<file path="src/hdl/date_add_days_unit_defines.svh">
// Assertion helpers for the date adder, clocked on clk and held off during reset.
`ifndef DATE_ADD_DAYS_UNIT_DEFINES_SVH
`define DATE_ADD_DAYS_UNIT_DEFINES_SVH

// Check a property on every rising edge of clk.
`define DADD_ASSERT(lbl, prop, msg) \
	lbl: assert property (@(posedge clk) disable iff (!arst_n) prop) else $error(msg);

// Check that an expression is never true.
`define DADD_NEVER(lbl, expr, msg) \
	lbl: assert property (@(posedge clk) disable iff (!arst_n) !(expr)) else $error(msg);

`endif

</file>
<file path="src/hdl/dadd_pkg.sv">
package dadd_pkg;

	localparam int YEAR_W  = 14;
	localparam int MONTH_W = 4;
	localparam int DAY_W   = 5;
	localparam int ADD_W   = 15;
	localparam int ACC_W   = 16;
	localparam int R400_W  = 9;

	localparam logic [MONTH_W-1:0] DECEMBER  = 4'd12;
	localparam logic [MONTH_W-1:0] JANUARY   = 4'd1;
	localparam logic [ACC_W-1:0]   CYCLE_400 = 16'd400;
	localparam logic [R400_W-1:0]  R400_LAST = 9'd399;

	typedef enum logic [1:0] {
		ST_IDLE,
		ST_MOD,
		ST_SUM,
		ST_WALK
	} state_t;

	typedef struct packed {
		logic ge;
		logic eq;
		logic more_months;
		logic out_busy;
	} stat_t;

	typedef struct packed {
		logic idle;
		logic load;
		logic mod_step;
		logic mod_done;
		logic sum_step;
		logic sum_add;
		logic walk_step;
		logic emit;
	} ctl_t;

	function automatic logic [DAY_W-1:0] month_len(input logic [MONTH_W-1:0] m,
			input logic leap);
		logic [DAY_W-1:0] len;
		case (m) inside
			4'd1, 4'd3, 4'd5, 4'd7, 4'd8, 4'd10, 4'd12: len = 5'd31;
			4'd4, 4'd6, 4'd9, 4'd11:                    len = 5'd30;
			4'd2:                                       len = leap ? 5'd29 : 5'd28;
			default:                                    len = 5'd0;
		endcase
		return len;
	endfunction

endpackage

</file>
<file path="src/hdl/dadd_ctrl.sv">
module dadd_ctrl (
	input  logic             clk,
	input  logic             arst_n,
	input  logic             in_valid,
	input  dadd_pkg::stat_t  stat,
	output dadd_pkg::ctl_t   ctl
);

	dadd_pkg::state_t state_q;
	dadd_pkg::state_t state_d;
	logic             gt;

	assign gt = stat.ge && !stat.eq;

	always_ff @(posedge clk or negedge arst_n) begin
		if (!arst_n) begin
			state_q <= dadd_pkg::ST_IDLE;
		end else begin
			state_q <= state_d;
		end
	end

	always_comb begin
		state_d = state_q;
		unique case (state_q)
			dadd_pkg::ST_IDLE: begin
				if (in_valid) state_d = dadd_pkg::ST_MOD;
			end
			dadd_pkg::ST_MOD: begin
				if (!stat.ge) state_d = dadd_pkg::ST_SUM;
			end
			dadd_pkg::ST_SUM: begin
				if (!stat.more_months) state_d = dadd_pkg::ST_WALK;
			end
			dadd_pkg::ST_WALK: begin
				if (!gt && !stat.out_busy) state_d = dadd_pkg::ST_IDLE;
			end
			default: state_d = dadd_pkg::ST_IDLE;
		endcase
	end

	always_comb begin
		ctl = '0;
		unique case (state_q)
			dadd_pkg::ST_IDLE: begin
				ctl.idle = 1'b1;
				ctl.load = in_valid;
			end
			dadd_pkg::ST_MOD: begin
				ctl.mod_step = stat.ge;
				ctl.mod_done = !stat.ge;
			end
			dadd_pkg::ST_SUM: begin
				ctl.sum_step = stat.more_months;
				ctl.sum_add  = !stat.more_months;
			end
			dadd_pkg::ST_WALK: begin
				ctl.walk_step = gt;
				ctl.emit      = !gt && !stat.out_busy;
			end
			default: ctl = '0;
		endcase
	end

endmodule

</file>
<file path="config.mk">
export PLATFORM = sky130hd
export DESIGN_NAME = dadd_ctrl
export DESIGN_NICKNAME = d
export VERILOG_FILES = /design/src/hdl/date_add_days_unit_defines.svh /design/src/hdl/dadd_pkg.sv /design/src/hdl/dadd_ctrl.sv
export SDC_FILE = /design/constraint.sdc
export NUM_CORES = 1
export LEC_CHECK = 0
export BUFFER_PORTS_ARGS = -buffer_cell sky130_fd_sc_hd__buf_4
export CAP_MARGIN = 20
export CORE_AREA = 3 3 40 42
export CTS_CLUSTER_SIZE = 30
export DETAILED_ROUTE_END_ITERATION = 8
export DIE_AREA = 0 0 43 45
export SYNTH_ARGS = -nofsm -noshare
export SYNTH_HDL_FRONTEND = slang
export SYNTH_SLANG_ARGS = --single-unit
</file>
<file path="constraint.sdc">
create_clock -name clk -period 1.4 [get_ports clk]
set_input_delay 0.28 -clock clk [delete_from_list [all_inputs] [get_ports clk]]
set_output_delay 0.28 -clock clk [all_outputs]
set_load 0.1 [all_outputs]
</file>
== Yosys cells after proc, flatten, opt, wreduce, memory -nomap -nowiden ==
Cells that the tools add are included.

* Register bits: 2
* Bits of input ports: 7

* Reductions and logical operators: 9
* Muxes and demuxes: 9
* Equality and inequality tests: 7

{| class="wikitable"
|+ Operators with widths
! cell !! number
|-
| two-way mux 2 bit || 8
|-
| != test 2 bit, second input constant || 4
|-
| one-hot mux 2 bit (4 select lines) || 1
|-
| zero test 1 bit || 5
|-
| == test 2 bit, second input constant || 2
|-
| AND reduction 4 bit || 1
|-
| == test 2 x 1 -> 1 bit, second input constant || 1
|-
| logical AND 1 bit || 2
|-
| zero test 2 bit || 1
|}

== Logic depth before layout (Yosys ltp) ==
* Depth in word-level cells: 6
* Gate-level depth with buffers: 6

== Worst setup path before layout ==
No wires, ideal clock.

* Path kind: reg2out
* Start point: reg state_q[1]
* End point: out ctl[0] in the netlist's numbering
* Required time: 1.120 ns
* Buffers on the path: 0
* Arrival: 2.762 ns
* Setup slack: -1.642 ns
* Stages on the path, launching flop included: 3
* Cell sequence: dfrtp_1 ha_1 nor3b_1

{| class="wikitable"
|+ RTL lines
! what !! RTL line !! source
|-
| start: declaration || dadd_ctrl.sv:9 || <nowiki>dadd_pkg::state_t state_q;</nowiki>
|-
| start signal: assignment || dadd_ctrl.sv:17 || <nowiki>state_q <= dadd_pkg::ST_IDLE;</nowiki>
|-
| start signal: assignment || dadd_ctrl.sv:19 || <nowiki>state_q <= state_d;</nowiki>
|-
| end: declaration || dadd_ctrl.sv:6 || <nowiki>output dadd_pkg::ctl_t ctl</nowiki>
|}

==> results.py <==
metrics = {
    "cells_and_area": {
        "drive_gt1_share_pct": 87.76,
        "largest_register": "state_q",
        "syn_to_final_growth_pct": 175.3,
        "layout_common_cells": "buf_4 (12), buf_12 (8), ha_4 (4)",
        "final_common_cell": "buf_4",
        "layout.nets": 62,
        "n_fill_cell": 118,
        "antenna_cells": 0,
        "largest_reg_flops": 2,
        "largestRegisters": "state_q x2",
        "fin_util_pct": 49.85,
    },
    "timing": {
        "setup_ws_ns": -0.1715,
        "holdWs_ns": 0.3779,
        "finalCritPeriodShare_pct": 112.2,
        "setup_viol": 9,
        "fin_skew_ns": 0.002562,
        "setup_tns_ns": -1.190,
        "period_needed_ns": 1.571,
        "relSlewSlack_pct": 87.87,
        "fmax_mhz": 636.4,
        "hold_violations": 0,
        "rsz0062_at_grt": "true",
        "finalMaxSlewViolations": 0,
        "tightest_slew_ns": 0.1818,
    },
    "routing": {
        "wl_met1_microns": 232,
        "antenna_left": 0,
        "wl_met3_microns": 63,
        "wl_met2_microns": 389,
        "drt_pass1_iterations": 1,
        "route.detailed.drc": 0,
        "wl_microns": 686,
        "dr.first_iter.drc_count": 0,
        "drt-vias-per-instance": 3.938,
        "wl_per_cell_microns": 10.72,
        "top_layer_used": "met3",
        "num_vias": 252,
    },
    "placed_design": {
        "dp_hpwl_microns": 497,
        "gp_congestion": 0.6601,
        "port_buffers": 14,
        "dp_slack_ns": -0.1129,
    },
    "global_routing": {
        "grt_pass1_wl_microns": 1117,
        "grt_usage_pct": 8.077,
        "grt_overflow_total": 0,
        "grt_pass1_vias": 276,
        "grt_max_degree": 5,
        "antenna_found_initial": 0,
    },
    "die": {
        "placementRows": 13,
        "die_x_microns": 43,
        "ioPinCount": 15,
        "coreArea_sq_um": 1285,
        "dieArea_sq_um": 1935,
        "start_util_pct": 18.11,
        "die_h_microns": 45,
    },
    "cts": {
        "root_buffer": "clkbuf_4",
        "cts_tree": "yes",
        "clock_path_buffers": 2,
        "cts.clk_slew.worst_paths_ns": 0.03,
        "cts.sinks": 2,
        "cts-buffers-inserted": 3,
        "clock_latency_ns": 0.22,
        "htree_levels": 1,
    },
    "yosys": {
        "yosys_warnings": 0,
        "synth_top_cell_area_share_pct": 21.51,
        "yosysTopAreaCell": "dfrtp_1",
        "syn_area_sq_um": 232.7,
        "ys_seq_area_share_pct": 21.51,
        "synth_area_leaders": "dfrtp_1 (22%), ha_1 (22%), and2_4 (7.5%), nor3_4 (7.0%), and2b_1 (6.5%)",
        "postSynthCellCount": 23,
        "postSynthNetCount": 34,
        "synthDistinctLibCells": 14,
        "synth-seq-cells": 2,
        "synth.avg_cell_area_sq_um": 10.12,
    },
    "critical_path": {
        "cp_max_fo": 3,
        "timing.rr.end": "state_q[1]",
        "crit_arrival_ns": 1.29,
        "rrSetupSlack_ns": -0.14,
        "r2r_start": "state_q[1]",
        "crit_start": "state_q[0]",
        "critical_path_class": "flop to output port",
        "worstSetupEndpointType": "output port",
        "cp-endpoint": "ctl[1]",
        "rr_worst_depth": 6,
        "start_kind": "flop",
        "cp.required_ns": 1.12,
    },
    "flow_run": {
        "maxCapViolCount": 0,
    },
    "run_status": {
        "violations": "negative setup slack",
        "outcome": "complete, but fails checks",
    },
    "hold_path": {
        "hold_class": "input pin to asynchronous set/reset pin",
    },
}
-- cell usage after synthesis, drive strengths merged --
cell	number
inv	2
and2b	2
ha	4
dfrtp	2
nand2	1
nor3	1
and2	4
nor3b	1
mux2	1
o21ai	1
mux2i	1
nor2	1
nor2b	2
-- what timing repair did --
action                                 CTS  global route
pin swaps                                3             2
resized for setup                       33             2
buffers inserted                         3             0
setup endpoints to repair               10            10
hold buffers                             1             0
endpoints found under the hold margin    2             0
-- cells by family after synthesis --
kind of cell | synth area share, %
compound gates | 3.764
flops | 21.51
buf+inv | 3.227
simple gates | 39.25
mux | 10.75
fa+ha+maj | 21.51
-- final cells by class --
type	instances	area (sq um)	share of cell area, %
well taps	15	18.77	2.930
multi-input cells	19	255.2	39.84
inverters	2	10.01	1.563
clock buffers	3	22.52	3.516
repair buffers	23	282.8	44.14
flip-flops and latches	2	51.30	8.008
-- how the worst min path moves through the flow --
stage,from,to,slack (ns),cells after the start
final,arst_n,state_q[0],0.38,2
after global routing,arst_n,state_q[0],0.40,2
after CTS,arst_n,state_q[0],0.37,2
after detailed placement,arst_n,state_q[1],0.07,1
after global placement,arst_n,state_q[0],0.07,1
after floorplan,arst_n,state_q[0],-0.02,0
-- routing by layer --
layer	global-route usage, %	up-vias
li1	-	126
met1	6.506	113
met2	16.77	13
met3	3.187	0
met4	3.614	0
met5	0	-
-- worst max-delay path, stage by stage (launching register included) --
cell and delay [ns]:
dfrtp_2 0.44, buf_6 0.13, ha_4 0.15, and2_2 0.18, buf_12 0.16
-- through the flow --
step / instance area [sq um] / std cells
after floorplan: 277.8 / 23
after global placement: 439.2 / 57
after detailed placement: 439.2 / 57
after CTS: 634.4 / 64
after global routing: 640.6 / 64
final: 640.6 / 64
Power is left out: the tool's default activity adds up to more than one toggle a clock period on the data nets, which glitch-free logic cannot reach.
