### src/hdl/date_add_days_unit_defines.svh
// Assertion helpers for the date adder, clocked on clk and held off during reset.
`ifndef DATE_ADD_DAYS_UNIT_DEFINES_SVH
`define DATE_ADD_DAYS_UNIT_DEFINES_SVH

// Check a property on every rising edge of clk.
`define DADD_ASSERT(lbl, prop, msg) \
	lbl: assert property (@(posedge clk) disable iff (!arst_n) prop) else $error(msg);

// Check that an expression is never true.
`define DADD_NEVER(lbl, expr, msg) \
	lbl: assert property (@(posedge clk) disable iff (!arst_n) !(expr)) else $error(msg);

`endif

### src/hdl/dadd_pkg.sv
package dadd_pkg;

	localparam int YEAR_W  = 14;
	localparam int MONTH_W = 4;
	localparam int DAY_W   = 5;
	localparam int ADD_W   = 15;
	localparam int ACC_W   = 16;
	localparam int R400_W  = 9;

	localparam logic [MONTH_W-1:0] DECEMBER  = 4'd12;
	localparam logic [MONTH_W-1:0] JANUARY   = 4'd1;
	localparam logic [ACC_W-1:0]   CYCLE_400 = 16'd400;
	localparam logic [R400_W-1:0]  R400_LAST = 9'd399;

	typedef enum logic [1:0] {
		ST_IDLE,
		ST_MOD,
		ST_SUM,
		ST_WALK
	} state_t;

	typedef struct packed {
		logic ge;
		logic eq;
		logic more_months;
		logic out_busy;
	} stat_t;

	typedef struct packed {
		logic idle;
		logic load;
		logic mod_step;
		logic mod_done;
		logic sum_step;
		logic sum_add;
		logic walk_step;
		logic emit;
	} ctl_t;

	function automatic logic [DAY_W-1:0] month_len(input logic [MONTH_W-1:0] m,
			input logic leap);
		logic [DAY_W-1:0] len;
		case (m) inside
			4'd1, 4'd3, 4'd5, 4'd7, 4'd8, 4'd10, 4'd12: len = 5'd31;
			4'd4, 4'd6, 4'd9, 4'd11:                    len = 5'd30;
			4'd2:                                       len = leap ? 5'd29 : 5'd28;
			default:                                    len = 5'd0;
		endcase
		return len;
	endfunction

endpackage

### src/hdl/dadd_alu.sv
module dadd_alu (
	input  logic [dadd_pkg::ACC_W-1:0] a,
	input  logic [dadd_pkg::ACC_W-1:0] b,
	input  logic                       sub,
	output logic [dadd_pkg::ACC_W-1:0] res,
	output logic                       ge,
	output logic                       eq
);

	logic [dadd_pkg::ACC_W:0] diff;

	always_comb begin
		diff = {1'b0, a} - {1'b0, b};
		ge   = ~diff[dadd_pkg::ACC_W];
		eq   = (a == b);
		res  = sub ? diff[dadd_pkg::ACC_W-1:0] : (a + b);
	end

endmodule

### config.mk
export PLATFORM = sky130hd
export DESIGN_NAME = dadd_alu
export DESIGN_NICKNAME = d
export VERILOG_FILES = /design/src/hdl/date_add_days_unit_defines.svh /design/src/hdl/dadd_pkg.sv /design/src/hdl/dadd_alu.sv
export SDC_FILE = /design/constraint.sdc
export NUM_CORES = 1
export LEC_CHECK = 0
export ABC_AREA = 1
export BUFFER_PORTS_ARGS = -buffer_cell sky130_fd_sc_hd__buf_4
export CAP_MARGIN = 20
export CORE_ASPECT_RATIO = 1.5
export CORE_UTILIZATION = 35
export DETAILED_ROUTE_END_ITERATION = 8
export SETUP_SLACK_MARGIN = 0.1
export SLEW_MARGIN = 20
export SYNTH_ARGS = -nofsm -noshare
export SYNTH_HDL_FRONTEND = slang
export SYNTH_SLANG_ARGS = --single-unit
### constraint.sdc
create_clock -name vclk -period 4.03
set_input_delay 0.806 -clock vclk [all_inputs]
set_output_delay 0.806 -clock vclk [all_outputs]
set_load 0.01 [all_outputs]
== Word-level counts from Yosys, hierarchy flattened ==
Index checks and enable logic that the tools add are counted.

* Register bits: 0
* Latch bits: 0
* Bits in writable memories: 0
* ROM bits: 0
* Output and inout bits: 18
* Memories: 0

* $add $sub $neg: 2
* Multiply operators: 0
* Div/mod/pow operators: 0
* Order comparisons: 0
* Eq/ne operators: 1
* Shift operators: 0
* Multiplexer cells: 1
* Bitwise logic cells: 1
* Reduce and logical (&&, ||, !) cells: 0

{| class="wikitable"
|+ Operators with widths
! operator !! count
|-
| $sub A16 B16 Y17 || 1
|-
| $add A16 B16 Y16 || 1
|-
| $eq A16 B16 Y1 || 1
|-
| $mux W16 || 1
|-
| $not A1 Y1 || 1
|}

== Longest topological paths before layout ==
Gate-level depths: netlist (run 1).

* Depth after elaboration: 2
* Mapped depth: 14
* Gate-level depth less buffers: 14

== Worst setup path after synthesis (run 1) ==
Ideal clock, no wire load.

* Path kind: input-to-output
* From: input a[0] in the netlist's numbering
* To: output res[14] in the netlist's numbering
* Arrival time: 2,099 ps
* Path slack: 1,125 ps
* Stages: 12
* Buffers on the path: 0
* Cells stage by stage: inv_1 -> ha_1 -> fa_1 -> inv_1 -> nand3_1 -> nand2_1 -> nand4_1 -> nand2_1 -> nand2_1 -> nand3_1 -> nand2_1 -> nand2_1

* Word-level cells in the longest chain between the ends: 2

{| class="wikitable"
|+ RTL lines
! item !! line !! RTL
|-
| from (decl) || dadd_alu.sv:2 || <nowiki>input logic [dadd_pkg::ACC_W-1:0] a,</nowiki>
|-
| $add A16 B16 Y16 / $sub A16 B16 Y17 (equally long branches) || dadd_alu.sv:16, dadd_alu.sv:13 ||
|-
| $mux W16 (*) || dadd_alu.sv:16 || <nowiki>res = sub ? diff[dadd_pkg::ACC_W-1:0] : (a + b);</nowiki>
|-
| to (decl) || dadd_alu.sv:5 || <nowiki>output logic [dadd_pkg::ACC_W-1:0] res,</nowiki>
|}

Every way passes the cells marked *; elsewhere a longest branch is shown, timed or not.

== Worst setup path in the final report (run 1) ==
Same ends and word-level chain as after synthesis.

==> impl_metrics.tcl, run 1 <==
set metrics [dict create \
    numPortBuffers 51 \
    cp_slowest_stage_delay_ns 0.39 \
    seq_cell_count 0 \
    final.setup.tns_ns 0 \
    hold_path_class "input pin to output port" \
    finalHoldViolations 0 \
    holdBufCountCts 0 \
    wirelength_mm 6.57 \
    max_freq_mhz 298 \
    vias_per_cell 4.86 \
    vias 2592 \
    antenna_found_initial 0 \
    dp_hpwl_mm 5.78 \
    final_core_util_pct 43.3 \
    cp_common_cell "nand2_1" \
    critPathCaptureType "output port" \
    critPathSlowestCell "fa_1" \
    cts-resized-gates 0 \
    synth_nets 487 \
    netlist_area_mm2 0.00218 \
    netlist_instances 421 \
    gp_congestion 0.905 \
    die_x_um 66.5 \
    maxCapViolations 0 \
    overflow 0 \
    min_period_ns 3.35 \
    worst_slew_pin_slew_ns 0.469 \
    nFillCells 689 \
    yosysWarningCount 0 \
    layout-drive-gt1-share_pct 16.1 \
    grt_use_total_pct 21.2 \
    p_leak_nw 1.58 \
    powerDensity_mw_per_mm2 155 \
    io_pins 51 \
    synth_seq_area_share_pct 0 \
    grt_pass1_wl_mm 11.0 \
    grt_start_max_net_pins 21 \
    grt_pass1_vias 2593 \
    hold_end "res[0]" \
    final_cell_mix "161 x nand2_1, 72 x inv_1, 51 x buf_4, 31 x ha_1, 29 x nor2_1" \
    dr.pass1.iters 4 \
    min_path_cells 4 \
    drtAntennaViolNets 0 \
    crit_type "input pin to output port" \
    core.rowCount 34 \
    cp_cell_sequence "buf_4 -> inv_1 -> ha_1 -> fa_1 -> inv_1 -> nand3_1 -> nand2_1 -> nand4_1 -> nand2_1 -> nand2_1 -> nand3_1 -> nand2_1 -> nand2_1 -> buf_4" \
    setup_violations 0 \
    die_area_mm2 0.00656 \
    crit_required_ns 3.22 \
    antenna_cells 0 \
    drc 0 \
    regArea_um2 0 \
    holdCritStartpoint "b[0]" \
    rsz0062_at_grt "no" \
    outcome "finished, final reports clean" \
    die_h_um 98.7 \
    ir_worst_vdd_v 0.0000615 \
    wl_per_cell_um 12.3 \
    postCtsSetupBuffers 0 \
    layout_commonest_cell "nand2_1" \
    initial_utilization_pct 36.9 \
    cp_max_fo 4 \
    start_kind "input pin" \
    arrival_ns 2.54 \
    area_growth_pct 17.3 \
    syn_area_per_cell_um2 5.19 \
    drt-initial-drc-count 60 \
    finalCritPeriodShare_pct 83.1 \
    clock_buffers 0 \
    coreArea_mm2 0.00591 \
    slew_viol_final 0 \
    yosysUniqueCellTypes 31 \
    slew_headroom_pct 68.7 \
    nets 529 \
]
[per-layer routing]
metal	share of wire (%)	track usage (%)	vias to the layer above	wire [um]
met1	41	22.9	1126	2720
met5	0	0	-	0
met3	2.8	0.810	12	187
met2	53	42.9	61	3490
met4	2.6	5.07	0	174
li1	-	-	1393	-
[worst max-delay path by stage]
stage	start	to	slack, ns	cells after the start
floorplan	a[0]	res[14]	1.12	12
global placement	a[0]	res[14]	0.71	14
detailed placement	a[0]	res[14]	0.69	14
CTS	a[0]	res[14]	0.68	14
global route	a[0]	res[14]	0.49	14
finish	a[0]	res[14]	0.68	14
[critical path, delay by kind of cell]
family        cells  cell delay [ns]
fa+ha+maj         2             0.61
buf+inv           4             0.33
simple gates      8             0.80
[logic make-up after synthesis]
| group | count (synthesis) | share of synthesized area (%) |
|---|---|---|
| AO/OA/AOI/OAI | 36 | 9.57 |
| buffers and inverters | 91 | 18.1 |
| AND/OR/NAND/NOR | 253 | 49.5 |
| XOR/XNOR | 8 | 3.21 |
| adder cells (fa/ha/maj) | 33 | 19.6 |
[per-stage QoR]
step                setup WS (ns)  hold slack (ns)  instance area [um2]  power [mW]  std cells
floorplan                    1.12             1.77                 2180       0.266        421
global placement            0.708             1.99                 2560       0.395        533
detailed placement          0.694             1.99                 2560       0.396        533
CTS                         0.682             1.99                 2560       0.398        533
global route                0.487             2.01                 2560       0.449        533
finish                      0.680             1.99                 2560       0.396        533
[area by class of cell]
type	count	area (um2)	area share, %
inverters	80	300	11.7
repair buffers	51	383	14.9
well taps	72	90.1	3.52
multi-input cells	330	1790	69.8
[synth_stat cells (4+ instances only)]
master    instances  area (um2)
buf_4             5        37.5
a21oi_1          18        90.1
nand3_1          27         135
ha_1             31         388
o21bai_1          4        30.0
and2_1            4        25.0
nor2_1           29         109
o21ai_0           8        40.0
inv_2             7        26.3
xor2_1            8        70.1
inv_1            72         270
nor2_2            6        37.5
nand2_1         161         604
nand4_1          13        81.3
nor3_1            5        25.0
[where the power goes]
group	switching (mW)	total [mW]	internal [mW]
logic	0.238	0.396	0.158
clock network	0	0	0
registers	0	0	0
total	0.238	0.396	0.158
(Power assumes the default switching activity.)
==> run 2: changes to the inputs <==
Clock period 4.03 ns to 3.1 ns, I/O delays scaled along.
==> run 2 against run 1 <==
  * Setup slack worse by 0.47 ns
  * Final cell count up 0.75%
  * Global-route usage up 0.84 points
  * Sequential share of layout area unchanged
  * Non-clock buffer count up 4
  * Critical path depth up 1
  * Cell area up 2.5%
  * Clock-buffer cell count unchanged
  * Critical path type unchanged
  * Critical endpoint is now res[12]
  * Largest cell class unchanged
==> impl_metrics.tcl, run 2 (synthesis gave the netlist of run 1 again) <==
set metrics [dict create \
    setup_violations 0 \
    drc 0 \
    hold_path_class "input pin to output port" \
    cp_cell_sequence "buf_4 -> inv_1 -> ha_1 -> fa_1 -> inv_2 -> nand3_1 -> nand2_2 -> buf_4 -> nand2_2 -> nand3_2 -> nand2_1 -> nand2_1 -> nand2_1 -> nand2_1 -> buf_4" \
    critPathSlowestCell "fa_1" \
    grt_pass1_vias 2609 \
    dp_hpwl_mm 5.79 \
    holdBufCountCts 0 \
    area_growth_pct 20.3 \
    grt_pass1_wl_mm 11.4 \
    numPortBuffers 51 \
    grt_use_total_pct 22.0 \
    outcome "finished, final reports clean" \
    initial_utilization_pct 36.9 \
    cp_common_cell "nand2_1" \
    clock_buffers 0 \
    antenna_found_initial 0 \
    min_path_cells 4 \
    ir_worst_vdd_v 0.0000754 \
    dr.pass1.iters 4 \
    rsz0062_at_grt "yes" \
    wl_per_cell_um 12.5 \
    slew_viol_final 0 \
    coreArea_mm2 0.00591 \
    core.rowCount 34 \
    drt-initial-drc-count 105 \
    cp_max_fo 3 \
    layout_commonest_cell "nand2_1" \
    cp_slowest_stage_delay_ns 0.38 \
    die_h_um 98.7 \
    final_cell_mix "159 x nand2_1, 71 x inv_1, 55 x buf_4, 27 x nand3_1, 27 x nor2_1" \
    nets 533 \
    regArea_um2 0 \
    hold_end "res[0]" \
    critPathCaptureType "output port" \
    start_kind "input pin" \
    maxCapViolations 0 \
    wirelength_mm 6.71 \
    max_freq_mhz 346 \
    die_area_mm2 0.00656 \
    finalHoldViolations 0 \
    slew_headroom_pct 66.3 \
    holdCritStartpoint "b[0]" \
    worst-path-buf-inv 5 \
    path_delay_family "adder cells" \
    overflow 0 \
    nFillCells 682 \
    whs_ns 1.63 \
    p_leak_nw 1.59 \
    grt_start_max_net_pins 21 \
    drtAntennaViolNets 0 \
    crit_required_ns 2.48 \
    powerDensity_mw_per_mm2 204 \
    final.setup.tns_ns 0 \
    min_period_ns 2.89 \
    vias_per_cell 4.82 \
    gp_congestion 0.903 \
    io_pins 51 \
    finalCritPeriodShare_pct 93.1 \
    layout-drive-gt1-share_pct 19.1 \
    antenna_cells 0 \
    vias 2590 \
    arrival_ns 2.27 \
    crit_type "input pin to output port" \
    worst_slew_pin_slew_ns 0.506 \
    die_x_um 66.5 \
    seq_cell_count 0 \
]
## run 2: changes by cell type in the layout (fill, tap and decap cells not counted), sizes merged
cell | previous run | this run
buf | 51 | 55
## run 2: where the power goes
group | leakage, nW | internal [mW] | total [mW] | switching (mW)
logic | 1.59 | 0.218 | 0.535 | 0.318
clock network | 0 | 0 | 0 | 0
registers | 0 | 0 | 0 | 0
total | 1.59 | 0.218 | 0.535 | 0.318
## run 2: tightest hold or removal path, stage by stage
cell and delay (ns):
buf_4 0.09, ha_1 0.11, inv_1 0.05, buf_4 0.13
## run 2: per-stage QoR
step / std cells / power (mW) / utilization, % / instance area [um2] / worst slack, ns
3_3_place_gp: 536 / 0.523 / 43.7 / 2580 / 0.0925
6_report: 537 / 0.535 / 44.4 / 2630 / 0.213
5_1_grt: 537 / 0.609 / 44.4 / 2630 / 0.0817
2_1_floorplan: 421 / 0.346 / - / 2180 / 0.567
3_5_place_dp: 536 / 0.526 / 43.7 / 2580 / 0.0705
4_1_cts: 536 / 0.528 / 43.7 / 2590 / 0.130
## run 2: area by class of cell
cell class / count / area, um2 / share of cell area (%)
Tap cell: 72 / 90.1 / 3.43
Timing Repair Buffer: 55 / 413 / 15.7
Multi-Input combinational cell: 330 / 1820 / 69.4
Inverter: 80 / 300 / 11.4
## run 2: layer usage
layer  global-route usage, %  part of all wire, %
met2                    42.9                   51
met4                    7.86                  4.9
met3                   0.231                  2.6
met1                    24.5                   41
met5                       0                    0
## run 2: worst max path at each step
stage | slack [ns] | depth (start not counted) | start | end
final | 0.21 | 15 | a[0] | res[12]
after global routing | 0.08 | 12 | a[7] | res[15]
after floorplan | 0.57 | 12 | a[0] | res[14]
after detailed placement | 0.07 | 14 | a[0] | res[14]
after global placement | 0.09 | 14 | a[0] | res[14]
after CTS | 0.13 | 14 | a[0] | res[14]
## run 2: what timing repair did
| item | CTS | global route |
|---|---|---|
| setup endpoints to repair | 1 | 6 |
| setup buffers | 0 | 1 |
| pin swaps | 0 | 1 |
| gates resized for setup | 1 | 11 |
